File: src/design/ps2_mouse_packet_decoder_unit_defines.svh
// Assertion macros shared by the PS/2 mouse packet decoder RTL.
// Needs a clk and an active-low rst_n in the scope where a macro is used.
`ifndef PS2_MOUSE_PACKET_DECODER_UNIT_DEFINES_SVH
`define PS2_MOUSE_PACKET_DECODER_UNIT_DEFINES_SVH

// Same-cycle implication, disabled while reset is held.
`define PS2MD_ASSERT_NOW(label, ante, cons, msg) \
    label: assert property (@(posedge clk) disable iff (!rst_n) (ante) |-> (cons)) \
        else $error(msg);

// Next-cycle implication, disabled while reset is held.
`define PS2MD_ASSERT_NEXT(label, ante, cons, msg) \
    label: assert property (@(posedge clk) disable iff (!rst_n) (ante) |=> (cons)) \
        else $error(msg);

`endif

File: src/design/ps2md_pkg.sv
// Package for the PS/2 mouse packet decoder: widths, mouse type codes, byte masks,
// wheel and step codes, byte positions and the result struct. No dependencies.
`timescale 1ns / 1ps

package ps2md_pkg;

    localparam int unsigned BYTE_W     = 8;
    localparam int unsigned RESULT_W   = 28;
    localparam int unsigned OUT_DATA_W = 32;

    typedef enum logic [1:0] {
        TYPE_BASIC  = 2'd0,
        TYPE_SCROLL = 2'd1,
        TYPE_FIVE   = 2'd2,
        TYPE_UNUSED = 2'd3
    } mouse_type_t;

    localparam logic [1:0] POS_STATUS = 2'd0;
    localparam logic [1:0] POS_X      = 2'd1;
    localparam logic [1:0] POS_Y      = 2'd2;
    localparam logic [1:0] POS_BONUS  = 2'd3;

    localparam logic [7:0] OVERFLOW_BITS     = 8'hC0;
    localparam logic [7:0] BASIC_BUTTON_BITS = 8'h07;
    localparam logic [7:0] X_SIGN_BIT        = 8'h10;
    localparam logic [7:0] Y_SIGN_BIT        = 8'h20;
    localparam logic [7:0] EXTRA_BUTTON_BITS = 8'h30;

    localparam logic [3:0] WHEEL_NONE  = 4'h0;
    localparam logic [3:0] WHEEL_UP    = 4'h1;
    localparam logic [3:0] WHEEL_RIGHT = 4'h2;
    localparam logic [3:0] WHEEL_LEFT  = 4'hE;
    localparam logic [3:0] WHEEL_DOWN  = 4'hF;

    localparam logic [1:0] STEP_NONE = 2'b00;
    localparam logic [1:0] STEP_PLUS = 2'b01;
    localparam logic [1:0] STEP_MINUS = 2'b11;

    typedef struct packed {
        logic       wheel_code_unexpected;
        logic [1:0] wheel_horizontal;
        logic [1:0] wheel_vertical;
        logic [8:0] delta_y;
        logic [8:0] delta_x;
        logic [4:0] buttons;
    } result_t;

endpackage

File: src/design/ps2_mouse_packet_decoder_unit.sv
// Top level of the PS/2 mouse packet decoder: byte stream in, packet stream out.
// Depends on ps2md_pkg and ps2_mouse_packet_decoder_unit_defines.svh.
`timescale 1ns / 1ps
`include "ps2_mouse_packet_decoder_unit_defines.svh"

// Usage
// The slave stream carries one mouse byte per transfer. The master stream
// carries one decoded packet per transfer, after the third byte of a packet
// (basic mouse) or the fourth (scroll and five-button mice); packets whose
// status byte has an overflow bit set give no transfer.
// cfg_we writes mouse_type from cfg_wdata; write it only while the block idles.
// The packet appears on the master side in the cycle after its last byte is
// transferred in. Throughput: one byte per cycle, limited only by the
// single output register, which is reloaded in the cycle it is drained.
// While the master side stalls with a packet pending, bytes that complete no
// packet are still taken; a byte that would complete one waits for the drain.
// Reset clears the byte position, the stored bytes, the mouse type (basic)
// and the output valid flag; the next byte is taken as a status byte.
// Framing is never recovered: the byte counter simply wraps per packet.
module ps2_mouse_packet_decoder_unit (
    input  logic        clk,
    input  logic        rst_n,
    input  logic        cfg_we,
    input  logic [1:0]  cfg_wdata,     // mouse_type
    input  logic        s_tvalid,
    output logic        s_tready,
    input  logic [7:0]  s_tdata,       // data_byte[7:0]
    output logic        m_tvalid,
    input  logic        m_tready,
    output logic [31:0] m_tdata        // buttons[4:0], delta_x[13:5], delta_y[22:14],
                                       // wheel_vertical[24:23], wheel_horizontal[26:25],
                                       // wheel_code_unexpected[27], zero[31:28]
);

    ps2md_pkg::mouse_type_t mouse_type_reg;
    logic [1:0]             pos_reg, pos_next;
    logic [7:0]             status_reg;
    logic [7:0]             x_reg;
    logic [7:0]             y_reg;
    logic                   out_valid_reg;
    ps2md_pkg::result_t     out_data_reg, result_next;

    logic       has_wheel;
    logic       last_byte;
    logic       emit;
    logic       s_fire;
    logic [7:0] y_byte;
    logic [7:0] bonus;
    logic [3:0] nibble;

    assign has_wheel = (mouse_type_reg == ps2md_pkg::TYPE_SCROLL) ||
                       (mouse_type_reg == ps2md_pkg::TYPE_FIVE);
    assign last_byte = ((pos_reg == ps2md_pkg::POS_Y) && !has_wheel) ||
                       (pos_reg == ps2md_pkg::POS_BONUS);
    assign emit      = last_byte && ((status_reg & ps2md_pkg::OVERFLOW_BITS) == 8'h00);

    // A byte that completes no packet never touches the output register.
    assign s_tready = !out_valid_reg || m_tready || !emit;
    assign s_fire   = s_tvalid && s_tready;

    assign y_byte = (pos_reg == ps2md_pkg::POS_Y) ? s_tdata : y_reg;
    assign bonus  = (pos_reg == ps2md_pkg::POS_BONUS) ? s_tdata : 8'h00;
    assign nibble = bonus[3:0];

    always_comb
    begin
        pos_next = pos_reg;
        case (pos_reg)
            ps2md_pkg::POS_STATUS: pos_next = ps2md_pkg::POS_X;
            ps2md_pkg::POS_X:      pos_next = ps2md_pkg::POS_Y;
            ps2md_pkg::POS_Y:      pos_next = has_wheel ? ps2md_pkg::POS_BONUS
                                                        : ps2md_pkg::POS_STATUS;
            default:               pos_next = ps2md_pkg::POS_STATUS;
        endcase
    end

    always_comb
    begin
        result_next = '0;
        result_next.buttons = {2'b00, status_reg[2:0] & ps2md_pkg::BASIC_BUTTON_BITS[2:0]};
        if (mouse_type_reg == ps2md_pkg::TYPE_FIVE)
        begin
            result_next.buttons[4:3] = bonus[5:4] & ps2md_pkg::EXTRA_BUTTON_BITS[5:4];
        end
        result_next.delta_x = {((status_reg & ps2md_pkg::X_SIGN_BIT) != 8'h00), x_reg};
        result_next.delta_y = {((status_reg & ps2md_pkg::Y_SIGN_BIT) != 8'h00), y_byte};
        if (has_wheel)
        begin
            case (nibble)
                ps2md_pkg::WHEEL_NONE:  ;
                ps2md_pkg::WHEEL_UP:    result_next.wheel_vertical   = ps2md_pkg::STEP_PLUS;
                ps2md_pkg::WHEEL_DOWN:  result_next.wheel_vertical   = ps2md_pkg::STEP_MINUS;
                ps2md_pkg::WHEEL_LEFT:  result_next.wheel_horizontal = ps2md_pkg::STEP_MINUS;
                ps2md_pkg::WHEEL_RIGHT: result_next.wheel_horizontal = ps2md_pkg::STEP_PLUS;
                default:                result_next.wheel_code_unexpected = 1'b1;
            endcase
        end
    end

    always_ff @(posedge clk or negedge rst_n)
    begin
        if (!rst_n)
        begin
            mouse_type_reg <= ps2md_pkg::TYPE_BASIC;
            pos_reg        <= ps2md_pkg::POS_STATUS;
            status_reg     <= 8'h00;
            x_reg          <= 8'h00;
            y_reg          <= 8'h00;
            out_valid_reg  <= 1'b0;
        end
        else
        begin
            if (cfg_we)
            begin
                mouse_type_reg <= ps2md_pkg::mouse_type_t'(cfg_wdata);
            end
            if (s_fire)
            begin
                pos_reg <= pos_next;
                case (pos_reg)
                    ps2md_pkg::POS_STATUS: status_reg <= s_tdata;
                    ps2md_pkg::POS_X:      x_reg      <= s_tdata;
                    ps2md_pkg::POS_Y:      y_reg      <= s_tdata;
                    default:               ;
                endcase
            end
            if (s_fire && emit)
            begin
                out_valid_reg <= 1'b1;
            end
            else if (m_tready)
            begin
                out_valid_reg <= 1'b0;
            end
        end
    end

    always_ff @(posedge clk)
    begin
        if (s_fire && emit)
        begin
            out_data_reg <= result_next;
        end
    end

    assign m_tvalid = out_valid_reg;
    assign m_tdata  = {{(ps2md_pkg::OUT_DATA_W - ps2md_pkg::RESULT_W){1'b0}}, out_data_reg};

    `PS2MD_ASSERT_NEXT(a_emit_loads_output, s_fire && emit, out_valid_reg,
        "completed packet did not reach the output register")
    `PS2MD_ASSERT_NEXT(a_status_advances, s_fire && (pos_reg == ps2md_pkg::POS_STATUS),
        pos_reg == ps2md_pkg::POS_X, "status byte did not advance the byte position")
    `PS2MD_ASSERT_NOW(a_one_wheel_axis, out_valid_reg,
        (out_data_reg.wheel_vertical == ps2md_pkg::STEP_NONE) ||
        (out_data_reg.wheel_horizontal == ps2md_pkg::STEP_NONE),
        "both wheel axes moved in one packet")
    `PS2MD_ASSERT_NOW(a_odd_code_still, out_valid_reg && out_data_reg.wheel_code_unexpected,
        (out_data_reg.wheel_vertical == ps2md_pkg::STEP_NONE) &&
        (out_data_reg.wheel_horizontal == ps2md_pkg::STEP_NONE),
        "unexpected wheel code produced movement")

endmodule
File: config.mk
export PLATFORM = sky130hd
export DESIGN_NAME = ps2_mouse_packet_decoder_unit
export DESIGN_NICKNAME = d
export VERILOG_FILES = /design/src/design/ps2md_pkg.sv /design/src/design/ps2_mouse_packet_decoder_unit.sv
export VERILOG_INCLUDE_DIRS = /design/src /design/src/design
export SDC_FILE = /design/constraint.sdc
export NUM_CORES = 1
export LEC_CHECK = 0
export BUFFER_PORTS_ARGS = -buffer_cell sky130_fd_sc_hd__buf_4
export CAP_MARGIN = 15
export CORE_MARGIN = 4
export CORE_UTILIZATION = 45
export DETAILED_ROUTE_END_ITERATION = 10
export GPL_ROUTABILITY_DRIVEN = 0
export HOLD_SLACK_MARGIN = 0.03
export PLACE_DENSITY_LB_ADDON = 0.05
export SKIP_LAST_GASP = 1
export SYNTH_ARGS = -nofsm -noshare
export SYNTH_HDL_FRONTEND = slang
export SYNTH_SLANG_ARGS = --single-unit
File: constraint.sdc
create_clock -name clk -period 3.3 [get_ports clk]
set_clock_uncertainty 0.2 [all_clocks]
set_input_delay 0.165 -clock clk [delete_from_list [all_inputs] [get_ports clk]]
set_output_delay 0.165 -clock clk [all_outputs]
set_load 0.01 [all_outputs]
==> summary.txt <==
OUTCOME
----------------------------------------------------------------------------------------
Outcome                                                                        completed

YOSYS
----------------------------------------------------------------------------------------
Yosys cell types                                                                      32
Yosys warnings                                                                         0
Mean area per synthesized cell                                                 16.6 um^2
Sequential cell area fraction in the yosys report                                  0.687
Cell type with the highest aggregate area in the netlist                    sky130_fd_sc_hd__edfxtp_1
Number of instances in the synthesized netlist                                       135
Synthesis-stage register bit count                                                    56
Synth top area cells                                                        sky130_fd_sc_hd__edfxtp_1 (37%), sky130_fd_sc_hd__dfrtp_1 (31%), sky130_fd_sc_hd__mux2_2 (13%)
Summed instance area of the synthesized netlist                                2240 um^2
Area share of the largest cell type after synthesis                                0.375

FINAL LAYOUT
----------------------------------------------------------------------------------------
Most frequent standard cell in the layout excluding fill and tap cells      sky130_fd_sc_hd__buf_4
Max reg flops                                                                         28
Fin cells                                                                            263
Final core utilization                                                             0.602
Fraction of layout instances using a drive strength above 1                        0.454
Final net count                                                                      211
Area added between synthesis and finish                                            28.5%
Commonest cells after routing, fill and taps aside                          sky130_fd_sc_hd__buf_4 (45), sky130_fd_sc_hd__edfxtp_1 (28), sky130_fd_sc_hd__dfrtp_1 (28), sky130_fd_sc_hd__mux2_2 (25), sky130_fd_sc_hd__dlygate4sd3_1 (14)
Ant. Diodes                                                                            0

RUN
----------------------------------------------------------------------------------------
Max-capacitance violation count                                                        0

DIE
----------------------------------------------------------------------------------------
Overall die height                                                               78.6 um
Initial core utilization                                                           0.469
Width of the chip                                                                78.6 um
Area of the core                                                               4790 um^2
Number of top-level pins                                                              49
Site row count                                                                        25
Die area                                                                       6180 um^2

WORST SETUP PATH
----------------------------------------------------------------------------------------
Data required time at the worst endpoint                                         3.12 ns
Sort of element at the start of the critical path                                   flop
RR Endpoint                                                                  m_tdata[13]
Worst Setup End Kind                                                                flop
Data arrival time at the worst-slack endpoint                                    2.13 ns
Classification of the worst setup path                                      flop to flop
Worst-path fanout max                                                                 19
Reg-to-reg setup timing slack                                                    0.99 ns
Reg2Reg Depth                                                                          4
Critical register-to-register path startpoint                                 pos_reg[1]

GLOBAL ROUTING
----------------------------------------------------------------------------------------
Number of antenna violations at the first check in global routing                      0
Global-route wire length before repair                                           6.53 mm
Overflow left after global routing                                                     0
Vias in the first global route                                                     1,258
Gr usage total                                                                     0.139
Maximum number of pins on one net before global-route repair                          29

TIMING
----------------------------------------------------------------------------------------
Sum of negative setup slack                                                         0 ns
Final Cycle Share                                                                  0.700
RSZ-0062 raised after global routing                                               false
Slew headroom                                                                      0.608
Upper clock frequency limit                                                      433 MHz
Final hold vios                                                                        0
Number of setup violations in the final report                                         0
Transition time of the tightest slew-check pin                                  0.585 ns
Max-slew violations                                                                    0
Minimum period implied by the final worst setup slack                            2.31 ns

CLOCK NETWORK
----------------------------------------------------------------------------------------
Maximum clock path buffer count                                                        2
Source-to-sink clock delay at the later pin of the worst-skew pair               0.30 ns
Number of buffers created by CTS                                                       5
Clock sink count                                                                      56
Count of buffers added by post-CTS timing repair for setup                             0
H-Tree Depth                                                                           2
CTS tree                                                                             yes
Cts-stage hold buffer count                                                           14
Post_cts resized                                                                       0
Clk pin slew, worst setup/hold paths                                             0.09 ns
CTS root buf                                                                sky130_fd_sc_hd__clkbuf_8

PLACED DESIGN
----------------------------------------------------------------------------------------
Number of cells in the design after placement                                        241
DPL Wire Length                                                                  2.75 mm
Port-buffer cells                                                                     44

ROUTING
----------------------------------------------------------------------------------------
Routed wire per std cell                                                         15.2 um
Iteration-0 DRC Markers                                                               82
Aggregate routed wire length                                                     4.00 mm
Number of search-and-repair iterations in the first detailed-routing pass              4
Routed Antenna Nets                                                                    0
Routed vias/inst                                                                    4.87
Post-route DRC violation count                                                         0
Vias post-DR                                                                       1,281

POWER
----------------------------------------------------------------------------------------
Cell area power density                                                      718 nW/um^2
Standby leakage power                                                         0.00122 uW
Largest vdd supply drop                                                         0.334 mV

HOLD PATH
----------------------------------------------------------------------------------------
Kind of path behind the tightest hold check                                 input port to async pin

metal layers:
layer	track usage	vias up	wire [um]
met2	0.219	42	1900
li1	-	608	-
met1	0.183	623	1770
met3	0.0413	8	256
met4	0.0455	0	72
met5	0	-	0
synth_stat cells:
| master | count |
|---|---|
| sky130_fd_sc_hd__dfrtp_1 | 28 |
| sky130_fd_sc_hd__edfxtp_1 | 28 |
| sky130_fd_sc_hd__mux2_2 | 25 |
| sky130_fd_sc_hd__mux2_4 | 8 |
| sky130_fd_sc_hd__buf_4 | 4 |
| sky130_fd_sc_hd__clkbuf_1 | 4 |
| sky130_fd_sc_hd__nand2_1 | 4 |
| sky130_fd_sc_hd__and3_1 | 3 |
| sky130_fd_sc_hd__nor3_1 | 3 |
| sky130_fd_sc_hd__and4_1 | 2 |
| sky130_fd_sc_hd__inv_1 | 2 |
| sky130_fd_sc_hd__nor2_1 | 2 |
| sky130_fd_sc_hd__nor2b_1 | 2 |
| sky130_fd_sc_hd__o21ai_0 | 2 |
| sky130_fd_sc_hd__a211oi_1 | 1 |
| sky130_fd_sc_hd__a21o_1 | 1 |
| sky130_fd_sc_hd__a21oi_1 | 1 |
| sky130_fd_sc_hd__and3b_1 | 1 |
| sky130_fd_sc_hd__buf_2 | 1 |
| sky130_fd_sc_hd__buf_6 | 1 |
| sky130_fd_sc_hd__conb_1 | 1 |
| sky130_fd_sc_hd__ha_1 | 1 |
| sky130_fd_sc_hd__nand2b_1 | 1 |
| sky130_fd_sc_hd__nand3_1 | 1 |
| sky130_fd_sc_hd__nor3b_1 | 1 |
| sky130_fd_sc_hd__nor3b_2 | 1 |
| sky130_fd_sc_hd__o211a_1 | 1 |
| sky130_fd_sc_hd__o221a_2 | 1 |
| sky130_fd_sc_hd__o311a_1 | 1 |
| sky130_fd_sc_hd__o31ai_1 | 1 |
| sky130_fd_sc_hd__or3b_4 | 1 |
| sky130_fd_sc_hd__xor2_1 | 1 |
report_power, final:
part / internal, uW / total [uW] / switching [uW]
clock: 226 / 437 / 211
combinational: 340 / 550 / 210
sequential: 976 / 1080 / 107
total: 1540 / 2070 / 528
metrics by stage:
stage | setup WS [ns] | total power (uW) | hold WS [ns] | cell area (um^2)
floorplan | 0.972 | 1480 | -0.331 | 2250
global placement | 1.04 | 1610 | -0.0884 | 2640
detailed placement | 0.969 | 1640 | -0.0843 | 2640
CTS | 0.954 | 2090 | 0.118 | 2880
global route | 0.854 | 2180 | 0.135 | 2880
finish | 0.988 | 2070 | 0.108 | 2880
worst max-delay path: stages (launching register included):
cell	delay (ns)
sky130_fd_sc_hd__dfrtp_1	0.45
sky130_fd_sc_hd__or3b_4	0.43
sky130_fd_sc_hd__nor2_1	0.19
sky130_fd_sc_hd__and3_1	0.52
sky130_fd_sc_hd__buf_12	0.23
worst max-delay path by stage:
stage,slack (ns),cells after the start,startpoint,to
after global routing,0.85,4,pos_reg[1],m_tdata[13]
after floorplan,0.97,3,pos_reg[1],m_tdata[0]
after CTS,0.95,4,pos_reg[1],m_tdata[9]
final,0.99,4,pos_reg[1],m_tdata[13]
after detailed placement,0.97,4,pos_reg[1],m_tdata[7]
after global placement,1.04,4,pos_reg[1],m_tdata[9]
final cells by class:
type	count	area [um^2]
fillers	402	1900
multi-input cells	70	644
repair buffers	60	498
well taps	67	83.8
clock inverters	2	35.0
clock buffers	6	72.6
inverters	2	7.51
flip-flops and latches	56	1540
cells by family after synthesis:
group	after synthesis	synth area share
AO/OA/AOI/OAI	9	0.0307
XOR/XNOR	1	0.00390
adder cells (fa/ha/maj)	1	0.00558
buffers and inverters	12	0.0307
flip-flops	56	0.687
multiplexers	33	0.179
other	1	0.00167
AND/OR/NAND/NOR	22	0.0613
Note: power is estimated with default switching activity, not from simulation.
